--- config.mk ---
export PLATFORM = sky130hd
export DESIGN_NAME = button_debounce_press_classifier_unit
export DESIGN_NICKNAME = d
export VERILOG_FILES = /design/src/rtl/bdpc_pkg.sv /design/src/rtl/button_debounce_press_classifier_unit.sv /design/src/rtl/bdpc_button.sv
export SDC_FILE = /design/constraint.sdc
export NUM_CORES = 1
export LEC_CHECK = 0
export BUFFER_PORTS_ARGS = -buffer_cell sky130_fd_sc_hd__buf_4
export CORE_MARGIN = 3
export CORE_UTILIZATION = 40
export DETAILED_ROUTE_END_ITERATION = 10
export PLACE_DENSITY = 0.57
export SYNTH_ARGS = -nofsm -noshare
export SYNTH_HDL_FRONTEND = slang
export SYNTH_SLANG_ARGS = --single-unit
export TNS_END_PERCENT = 50
--- constraint.sdc ---
create_clock -name clk_i -period 4.14 [get_ports clk_i]
set_input_delay 0.207 -clock clk_i [delete_from_list [all_inputs] [get_ports clk_i]]
set_output_delay 0.207 -clock clk_i [all_outputs]
set_load 0.01 [all_outputs]
--- src/rtl/bdpc_pkg.sv ---
`timescale 1ns / 1ps

package bdpc_pkg;

  localparam int BUTTON_COUNT = 9;

  localparam int CMD_W       = 2;
  localparam int PIN_W       = 9;
  localparam int SEL_W       = 4;
  localparam int CNT_W       = 16;
  localparam int ACT_W       = 2;
  localparam int CFG_W       = 16;
  localparam int CFG_IDX_W   = 2;

  localparam int IN_FIELD_W  = CMD_W + PIN_W + SEL_W;
  localparam int IN_TDATA_W  = ((IN_FIELD_W + 7) / 8) * 8;
  localparam int OUT_FIELD_W = ACT_W + PIN_W;
  localparam int OUT_TDATA_W = ((OUT_FIELD_W + 7) / 8) * 8;

  // Commands; the fourth code does nothing.
  localparam logic [CMD_W-1:0] CMD_TICK   = 2'd0;
  localparam logic [CMD_W-1:0] CMD_SAMPLE = 2'd1;
  localparam logic [CMD_W-1:0] CMD_CLEAR  = 2'd2;

  // Latched actions.
  localparam logic [ACT_W-1:0] ACT_NONE      = 2'd0;
  localparam logic [ACT_W-1:0] ACT_SHORT     = 2'd1;
  localparam logic [ACT_W-1:0] ACT_LONG      = 2'd2;
  localparam logic [ACT_W-1:0] ACT_VERY_LONG = 2'd3;

  // Configuration register indexes.
  localparam logic [CFG_IDX_W-1:0] REG_DEBOUNCE_TICKS   = 2'd0;
  localparam logic [CFG_IDX_W-1:0] REG_LONG_PRESS       = 2'd1;
  localparam logic [CFG_IDX_W-1:0] REG_VERY_LONG_PRESS  = 2'd2;
  localparam logic [CFG_IDX_W-1:0] REG_PRESSED_LEVEL    = 2'd3;

  localparam logic [CNT_W-1:0] RST_DEBOUNCE_TICKS  = 16'd50;
  localparam logic [CNT_W-1:0] RST_LONG_PRESS      = 16'd1000;
  localparam logic [CNT_W-1:0] RST_VERY_LONG_PRESS = 16'd3000;

  typedef struct packed {
    logic [CNT_W-1:0] debounce_ticks;
    logic [CNT_W-1:0] long_press_ticks;
    logic [CNT_W-1:0] very_long_press_ticks;
    logic             pressed_level;
  } cfg_t;

  typedef struct packed {
    logic             advance;
    logic [CMD_W-1:0] command;
  } cell_ctl_t;

endpackage

--- src/rtl/button_debounce_press_classifier_unit.sv ---
// Each result passes the input register, then the result register, before it is valid.
// Throughput: one item per cycle when not stalled; all buttons update in parallel in one pass.
// The input side stalls only while the result register is full and not taken.
// Reset (rst_ni low, asynchronous): every button starts, counters and actions clear,
// registers return to debounce 50, long 1000, very long 3000, pressed level 0.
`timescale 1ns / 1ps

module button_debounce_press_classifier_unit (
  input  logic                                clk_i,
  input  logic                                rst_ni,
  input  logic                                s_axis_tvalid,
  output logic                                s_axis_tready,
  // command[1:0], pin_levels[10:2], button_select[14:11], zero pad
  input  logic [bdpc_pkg::IN_TDATA_W-1:0]     s_axis_tdata,
  output logic                                m_axis_tvalid,
  input  logic                                m_axis_tready,
  // selected_action[1:0], debounced_pressed[10:2], zero pad
  output logic [bdpc_pkg::OUT_TDATA_W-1:0]    m_axis_tdata,
  input  logic                                cfg_we_i,
  input  logic [bdpc_pkg::CFG_IDX_W-1:0]      cfg_index_i,
  input  logic [bdpc_pkg::CFG_W-1:0]          cfg_data_i
);
  import bdpc_pkg::*;

  localparam int EXT_W = (BUTTON_COUNT > PIN_W) ? BUTTON_COUNT : PIN_W;

  cfg_t cfg_q;

  logic             in_valid_q;
  logic [CMD_W-1:0] cmd_q;
  logic [PIN_W-1:0] pins_q;
  logic [SEL_W-1:0] sel_q;

  logic             out_valid_q;
  logic [ACT_W-1:0] action_q;
  logic [PIN_W-1:0] pressed_q;

  logic s_accept, out_ready, advance;

  cell_ctl_t               cell_ctl;
  logic [EXT_W-1:0]        pins_ext, pressed_ext;
  logic [BUTTON_COUNT-1:0] levels, pressed_d;
  logic [ACT_W-1:0]        action_d [BUTTON_COUNT];
  logic [ACT_W-1:0]        sel_action;

  // configuration writes
  always_ff @(posedge clk_i or negedge rst_ni) begin
    if (!rst_ni) begin
      cfg_q.debounce_ticks        <= RST_DEBOUNCE_TICKS;
      cfg_q.long_press_ticks      <= RST_LONG_PRESS;
      cfg_q.very_long_press_ticks <= RST_VERY_LONG_PRESS;
      cfg_q.pressed_level         <= 1'b0;
    end else if (cfg_we_i) begin
      unique case (cfg_index_i)
        REG_DEBOUNCE_TICKS:  cfg_q.debounce_ticks        <= CNT_W'(cfg_data_i);
        REG_LONG_PRESS:      cfg_q.long_press_ticks      <= CNT_W'(cfg_data_i);
        REG_VERY_LONG_PRESS: cfg_q.very_long_press_ticks <= CNT_W'(cfg_data_i);
        REG_PRESSED_LEVEL:   cfg_q.pressed_level         <= cfg_data_i[0];
        default: ;
      endcase
    end
  end

  // advance a held input when the result register is empty or its transfer completes now
  assign out_ready     = !out_valid_q || m_axis_tready;
  assign advance       = in_valid_q && out_ready;
  assign s_axis_tready = !in_valid_q || out_ready;
  assign s_accept      = s_axis_tvalid && s_axis_tready;

  always_ff @(posedge clk_i or negedge rst_ni) begin
    if (!rst_ni) begin
      in_valid_q <= 1'b0;
    end else if (s_accept) begin
      in_valid_q <= 1'b1;
    end else if (advance) begin
      in_valid_q <= 1'b0;
    end
  end

  always_ff @(posedge clk_i) begin
    if (s_accept) begin
      cmd_q  <= s_axis_tdata[CMD_W-1:0];
      pins_q <= s_axis_tdata[CMD_W+PIN_W-1:CMD_W];
      sel_q  <= s_axis_tdata[IN_FIELD_W-1:CMD_W+PIN_W];
    end
  end

  // buttons beyond the pin field see level zero
  assign pins_ext = EXT_W'(pins_q);
  assign levels   = pins_ext[BUTTON_COUNT-1:0];
  assign cell_ctl = '{advance: advance, command: cmd_q};

  for (genvar b = 0; b < BUTTON_COUNT; b++) begin : g_cell
    bdpc_button u_cell (
      .clk_i       (clk_i),
      .rst_ni      (rst_ni),
      .ctl_i       (cell_ctl),
      .cfg_i       (cfg_q),
      .level_i     (levels[b]),
      .action_d_o  (action_d[b]),
      .pressed_d_o (pressed_d[b])
    );
  end

  // out-of-range select reports no action
  always_comb begin
    sel_action = ACT_NONE;
    for (int b = 0; b < BUTTON_COUNT; b++) begin
      if (int'(sel_q) == b) sel_action = action_d[b];
    end
  end

  assign pressed_ext = EXT_W'(pressed_d);

  always_ff @(posedge clk_i or negedge rst_ni) begin
    if (!rst_ni) begin
      out_valid_q <= 1'b0;
    end else if (advance) begin
      out_valid_q <= 1'b1;
    end else if (m_axis_tready) begin
      out_valid_q <= 1'b0;
    end
  end

  always_ff @(posedge clk_i) begin
    if (advance) begin
      action_q  <= sel_action;
      pressed_q <= pressed_ext[PIN_W-1:0];
    end
  end

  assign m_axis_tvalid = out_valid_q;
  assign m_axis_tdata  = OUT_TDATA_W'({pressed_q, action_q});

endmodule

--- src/rtl/bdpc_button.sv ---
`timescale 1ns / 1ps

module bdpc_button (
  input  logic                      clk_i,
  input  logic                      rst_ni,
  input  bdpc_pkg::cell_ctl_t       ctl_i,
  input  bdpc_pkg::cfg_t            cfg_i,
  input  logic                      level_i,
  output logic [bdpc_pkg::ACT_W-1:0] action_d_o,
  output logic                      pressed_d_o
);
  import bdpc_pkg::*;

  typedef enum logic [1:0] {
    PH_START,
    PH_RELEASED,
    PH_DEBOUNCE,
    PH_PRESSED
  } phase_e;

  phase_e           phase_q, phase_d;
  logic [CNT_W-1:0] count_q, count_d;
  logic [CNT_W-1:0] hold_q, hold_d;
  logic             await_q, await_d;
  logic [ACT_W-1:0] action_q, action_d;
  logic             down;

  always_comb begin
    phase_d  = phase_q;
    count_d  = count_q;
    hold_d   = hold_q;
    await_d  = await_q;
    action_d = action_q;
    down     = (level_i == cfg_i.pressed_level);

    unique case (ctl_i.command)
      CMD_TICK: begin
        if (count_q < cfg_i.debounce_ticks) begin
          count_d = count_q + 1'b1;
        end
        if (await_q) begin
          // saturate instead of wrapping
          if (hold_q != '1) begin
            hold_d = hold_q + 1'b1;
          end
        end else begin
          hold_d = '0;
        end
      end
      CMD_SAMPLE: begin
        unique case (phase_q)
          PH_START: begin
            if (!down) phase_d = PH_RELEASED;
          end
          PH_RELEASED: begin
            if (down) begin
              phase_d = PH_DEBOUNCE;
              count_d = '0;
            end
          end
          PH_DEBOUNCE: begin
            if (count_q >= cfg_i.debounce_ticks) begin
              phase_d = down ? PH_PRESSED : PH_RELEASED;
            end
          end
          PH_PRESSED: begin
            if (!down) begin
              phase_d = PH_DEBOUNCE;
              count_d = '0;
            end
          end
          default: ;
        endcase
        // classify on the new phase, only while no action is pending
        if (action_q == ACT_NONE) begin
          if (!await_q) begin
            if (phase_d == PH_PRESSED) await_d = 1'b1;
          end else if (phase_d == PH_RELEASED) begin
            await_d = 1'b0;
            if (hold_q >= cfg_i.very_long_press_ticks) begin
              action_d = ACT_VERY_LONG;
            end else if (hold_q >= cfg_i.long_press_ticks) begin
              action_d = ACT_LONG;
            end else begin
              action_d = ACT_SHORT;
            end
          end
        end
      end
      CMD_CLEAR: begin
        action_d = ACT_NONE;
      end
      default: ;
    endcase
  end

  always_ff @(posedge clk_i or negedge rst_ni) begin
    if (!rst_ni) begin
      phase_q  <= PH_START;
      count_q  <= '0;
      hold_q   <= '0;
      await_q  <= 1'b0;
      action_q <= ACT_NONE;
    end else if (ctl_i.advance) begin
      phase_q  <= phase_d;
      count_q  <= count_d;
      hold_q   <= hold_d;
      await_q  <= await_d;
      action_q <= action_d;
    end
  end

  assign action_d_o  = action_d;
  assign pressed_d_o = (phase_d == PH_PRESSED);

endmodule

; ---- Word level (Yosys, flattened, before mapping)
; Cells that the tools add are included.
[op_classes]
n_mux = 229
n_reduce_logical = 61
n_lt_le_gt_ge = 36
add_sub_neg = 18
n_eq_ne = 130
[ops]
columns = operator, n
row1 = two-way mux 16 bit, 45
row2 = case mux 16 bit (2 select lines), 18
row3 = greater-or-equal comparator 16 bit, 27
row4 = "adder 16 x 1 -> 16 bit, second input constant", 18
row5 = two-way mux 2 bit, 117
row6 = < comparator 16 bit, 9
row7 = "inequality test 16 bit, second input constant", 9
row8 = "equality test 2 bit, second input constant", 39
row9 = case mux 2 bit (4 select lines), 9
row10 = AND reduction 3 bit, 18
row11 = AND reduction 6 bit, 9
row12 = "equality test 2 x 1 -> 1 bit, second input constant", 20
row13 = zero test 2 bit, 20
row14 = case mux 2 bit (2 select lines), 9
row15 = two-way mux 1 bit, 31
row16 = "inequality test 3 bit, second input constant", 10
row17 = "inequality test 3 x 2 -> 1 bit, second input constant", 9
row18 = "inequality test 3 x 1 -> 1 bit, second input constant", 8
row19 = "equality test 4 bit, second input constant", 5
row20 = "inequality test 2 x 1 -> 1 bit, second input constant", 9
row21 = "inequality test 2 bit, second input constant", 9
row22 = equality test 1 bit, 9
row23 = "equality test 4 x 3 -> 1 bit, second input constant", 2
row24 = AND reduction 2 bit, 4
row25 = other kinds (6), 11
[word_totals]
inputBits = 39
elab_cells = 530
regBits = 410

; ---- Longest topological paths before layout
[logic_depth]
ltp_word = 19
depth_mapped = 13
mapped_depth_nobuf = 11

; ---- Cells and area by module
; From an unflattened synthesis, not the netlist that was laid out.
[hier_totals]
hier_cells = 3870
area_unflattened_um2 = 33576.0
[by_module_without_submodules]
columns = mod, cells_each, area_per_inst_um2, n_inst
row1 = bdpc_button at g_cell[0].u_cell ..., 410, 3399.5, 8
row2 = bdpc_button at g_cell[8].u_cell, 409, 3368.2, 1
row3 = button_debounce_press_classifier_unit, 181, 3011.6, 1

; ---- Least setup slack after synthesis
; No wires, ideal clock.
[synth_path]
path_type = register to register
startpoint = reg cfg_q[38] (netlist bit)
endpoint = reg action_q[0], data pin
period_less_slack_ns = 2.925
stages_incl_launch_ff = 13
slack_ns = 1.215
t_arrival_ns = 2.662
path_cell_list = dfstp_2 > inv_1 > ha_1 > a21o_1 > nand3_1 > a211oi_1 > or4_1 > buf_2 > o21ai_1 > nor3_1 > o21ai_0 > nand2b_1 > a2111o_1
[synth_via]
elab_chain_cells = 18
elab_cells_between_ends = 90
classes_between = 9 x order compare / 9 x eq/ne / 72 x mux
[synth_rtl]
columns = item, line_no
row1 = from (decl), button_debounce_press_classifier_unit.sv:27  ; cfg_t cfg_q;
row2 = greater-or-equal comparator 16 bit, bdpc_button.sv:62  ; if (count_q >= cfg_i.debounce_ticks) begin
row3 = two-way mux 2 bit, bdpc_button.sv:62
row4 = case mux 2 bit (4 select lines), bdpc_button.sv:51  ; unique case (phase_q)
row5 = two-way mux 2 bit, bdpc_button.sv:36  ; unique case (ctl_i.command)
row6 = equality test 2 x 1 -> 1 bit, bdpc_button.sv:78  ; end else if (phase_d == PH_RELEASED) begin
row7 = two-way mux 2 bit, bdpc_button.sv:78
row8 = two-way mux 2 bit, bdpc_button.sv:76  ; if (!await_q) begin
row9 = two-way mux 2 bit, bdpc_button.sv:75  ; if (action_q == ACT_NONE) begin
row10 = case mux 2 bit (2 select lines), bdpc_button.sv:36
row11 = two-way mux 2 bit (8 in series), button_debounce_press_classifier_unit.sv:109  ; if (int'(sel_q) == b) sel_action = action_d[b];
row12 = two-way mux 2 bit *, button_debounce_press_classifier_unit.sv:109
row13 = net sel_action[0], button_debounce_press_classifier_unit.sv:44  ; logic [ACT_W-1:0] sel_action;
row14 = to (signal assigned), button_debounce_press_classifier_unit.sv:127  ; action_q <= sel_action;
row15 = to (decl), button_debounce_press_classifier_unit.sv:35  ; logic [ACT_W-1:0] action_q;
; Mark *: on every way through the listed nets, which the timed path passes. The rest lies on a longest branch. The select of a mux whose other input is x is not followed.
; A chain may end at the register's enable or synchronous reset.

; ---- Final worst setup path
[layout_path]
startpoint = reg cfg_q[43] (netlist bit)
endpoint = reg action_q[0], data pin
; Same word-level chain as after synthesis.

==> results.md <==
- The number of DRC markers in iteration 0 is between 1000 and 1500.
- Post-CTS timing repair inserted 0 buffers for setup.
- In this run, synthesis produced a sequential element count of 410.
- The critical path is of the register to register type.
- The number of clock sinks seen by CTS is 410.
- The number of global-route vias before repair came to ~23000.
- The number of vias in the routed layout is 24400.
- Cells with a size suffix above 1 make up 9.09% of the layout.
- The final cycle utilization of the critical path is 88.1%.
- Across the run, the number of max-cap violations was 0.
- Once the floorplan was initialized, standard cells occupied about two fifths of the core.
- The remaining global-route overflow is 0.
- In this run the remaining antenna-violating nets after routing total 0.
- Post-CTS repair changed the size of 0 cells.
- In the synthesized netlist, the number of instances is 3230.
- The layout has 6974 filler cells.
- Based on the critical path, the design can be clocked at up to roughly 270 MHz.
- The area enclosed by the die boundary is between 0.07 and 0.08 sq mm.
- Ranked by instance count, the synthesized netlist is headed by ha_1 (452), dfrtp_1 (368), nor2_1 (340).
- Counting I/O delays and the setup requirement, the final critical path takes approximately 3600 ps.
- Clock skew on the completed layout was measured at 21.5 ps.
- The routed wirelength normalized by instance count is 19.7 um.
- Setup repair after global routing left no endpoint under its margin.
- The count of buffers inserted at the top-level ports is 50.
- Setup violations remaining at the end of the flow were counted as 0.
- The area of the placeable core is approximately 0.072 sq mm.
- The post-DP HPWL is around 62000 um.
- The signal on the critical path passes through inv_1, ha_1, nand4_1, nor4_1, o31ai_1, a31oi_1, o2111ai_1, nor3_1, a311oi_1, a211oi_1, a2111o_1.
- In the synthesized netlist the async set-or-reset flop fraction comes to 93.7%.
- The worst endpoint data arrival time is 4130 ps.
- The fraction of the yosys area taken by sequential cells is 35.4%.
- The required time reported for the critical path endpoint is between 4000 and 5000 ps.
- 0 antenna diodes ended up in the layout.
- TritonCTS built the clock tree.
- The cell area after synthesis is about 0.03 sq mm.
- In this run the mean area of a mapped cell was between 9 and 10 sq um.
- In this run the static leakage power is 16.0 nW.
- Global routing used between 20 and 25% of the available tracks.
- The clock passes through at most 3 buffers.
- The worst-case headroom to the max-slew limit is between 30% and 40%.
- The floorplan step set the die width to 277 um.
- Measured along the y axis, the die boundary spans between 200 and 300 um.
- After the last flow step, the layout net total stands at 3859.
- Adding up every negative setup slack in the final design gives 0 ps.
- The final hold violation count is 0.
- The worst stage delay on the critical path is 520 ps.
- After synthesis, the cell types taking the most area are dfrtp_1 (31%), ha_1 (19%), xor2_1 (4.9%), nor2_1 (4.3%), a21oi_1 (3.9%).
- STA classifies the critical path endpoint as a register.
- The slowest stage of the critical path belongs to the cell inv_1.
- The routability congestion estimate from global placement is 0.880.
- The yosys synthesis warning count is 0.
- The min-delay analysis places its worst path in the category input pin to async pin.
- The number of top-level pins is 57.
- The layout-stage area growth over the synthesis result is 14.2%.
- VDD sags by at most 385 uV.
- For this run, the leading register cell type out of synthesis is dfrtp_1.
- Of all cell types, the one taking the most synthesized area is dfrtp_1.
- The number of pins with negative max-slew slack in the final report is 0.
- The pin count of the biggest net entering global routing is 101.
- By instance count, the leading cell after synthesis is ha_1.
- The power per cell area is 408 mW/mm^2.
- The H-tree depth is 2.
- The core occupancy in the finished layout is between 40% and 50%.
- Clock-pin slew was measured on the worst setup and hold paths at 60 ps.
- The area share of the largest cell type after synthesis is 31.3%.
- STA classifies the critical path startpoint as a register.
- The number of synthesized flops with an enable pin is 26.
- The number of vias per cell is approximately 5.6.
- The later-pin clock latency in the skew report is 620 ps.
- The number of antenna violations at the first check in global routing came to 1.
- The flow ran to the end, and the final reports show no timing, DRC or antenna violations.
- The initialized floorplan defines 98 standard-cell rows.
- Buffers inserted during clock tree synthesis total 52.
- Along the worst path, the maximum fanout reaches 8.
- The number of design rule violations left after detail routing is 0.
- Summed over all layers, the routed wires come to 86000 um.
- The detailed-routing iteration count for the pre-antenna-repair pass is 6.
- The first global-routing pass estimated between 100000 and 150000 um of wire.
- The synthesized netlist contains slightly below 90 unique library cells.
- The cell sitting at the root of the clock tree is a clkbuf_16.
- The transition at the pin with the smallest max-transition slack is 1010 ps.
[critical path, delay by kind of cell, from the launching register on]
family,cells,cell delay (ps)
AND/OR/NAND/NOR,3,1030
adder cells (fa/ha/maj),1,270
flip-flops,1,360
buffers and inverters,1,520
AO/OA/AOI/OAI,6,1320
[kinds of logic after synthesis]
family,Yosys count,synth area share (%)
AO/OA/AOI/OAI,682,14.5
XOR/XNOR,214,6.53
adder cells (fa/ha/maj),452,19.2
buffers and inverters,213,2.87
flip-flops,410,35.4
multiplexers,51,1.92
other,1,0.0127
AND/OR/NAND/NOR,1207,19.6
[power breakdown]
group	leakage (nW)	switching, mW	internal (mW)
sequential	5.27	0.525	4.46
clock	0.935	1.94	3.20
combinational	9.81	2.18	1.40
[metal layers]
layer	GRT usage, %	vias up	share of wire, %
met5	0	-	0
met4	7.85	0	3.8
met3	3.32	162	5.3
met2	33.0	524	42
met1	32.6	11700	48
li1	-	12000	-
[flip-flops by register name (all words and copies together), names as in the netlist, named ones only]
register	count
m_axis_tvalid	1
levels	9
g_cell.u_cell.phase_q	18
pressed_q	9
cmd_q	2
g_cell.u_cell.action_q	18
action_q	2
cfg_q	49
g_cell.u_cell.hold_q	144
in_valid_q	1
g_cell.u_cell.count_q	144
sel_q	4
[cell type report]
type / instances / area [sq um] / share of cell area (%)
multi-input cells: 2611 / 18200 / 54.2
flip-flops and latches: 410 / 10400 / 31.0
repair buffers: 171 / 1440 / 4.27
clock buffers: 65 / 1390 / 4.13
well taps: 950 / 1190 / 3.54
clock inverters: 33 / 523 / 1.56
inverters: 122 / 458 / 1.36
[worst paths after layout]
| kind | startpoint | end | slack, ps | cells past startpoint |
|---|---|---|---|---|
| max | cfg_q[43]$_DFFE_PN0P_ | action_q[0]$_DFFE_PP_ | 490 | 11 |
| max reg2reg | cfg_q[43]$_DFFE_PN0P_ | action_q[0]$_DFFE_PP_ | 490 | 11 |
| min in group clk_i | s_axis_tdata[11] | sel_q[0]$_DFFE_PP_ | 310 | 2 |
| min reg2reg | in_valid_q$_DFFE_PN0P_ | m_axis_tvalid$_DFFE_PN0P_ | 490 | 1 |
| min | rst_ni | g_cell[0].u_cell.hold_q[4]$_DFFE_PN0P_ | 180 | 2 |
| max in group asynchronous | rst_ni | g_cell[7].u_cell.hold_q[10]$_DFFE_PN0P_ | 2930 | 3 |
[through the flow]
step	instance area [sq um]	cells	total power [mW]	hold slack [ps]	worst slack, ps
global route	33600	4362	14.6	229	284
finish	33600	4362	13.7	181	494
detailed placement	31300	4226	8.57	264	570
global placement	31300	4226	8.51	263	573
floorplan	29500	3234	7.19	-88.6	1220
CTS	33600	4362	13.8	183	531
[timing repair]
item | in CTS | in global routing
hold buffers | 38 | 0
endpoints found under the setup margin | 0 | 0
hold endpoints to repair | 134 | 0
[cells in the final DEF (no fill, tap or decap), types with 16 or more instances in the layout]
cell / n
mux2_2: 45
buf_4: 128
edfxtp_1: 26
a211oi_1: 32
nand4_1: 107
ha_1: 451
dlygate4sd3_1: 38
nor2b_1: 21
dfrtp_1: 368
a21oi_1: 232
nand2_1: 300
nand2b_1: 26
nor4_1: 23
o211ai_1: 16
nor2_1: 339
and3_1: 51
inv_1: 120
o21a_1: 19
clkbuf_16: 52
nor3_1: 87
and2_1: 19
xor2_1: 164
xnor2_1: 45
o21ai_0: 193
or3_1: 26
a21o_1: 42
nand3_1: 147
a22o_1: 19
and4_1: 24
dfstp_2: 16
Power figures use the tool's default switching activity.
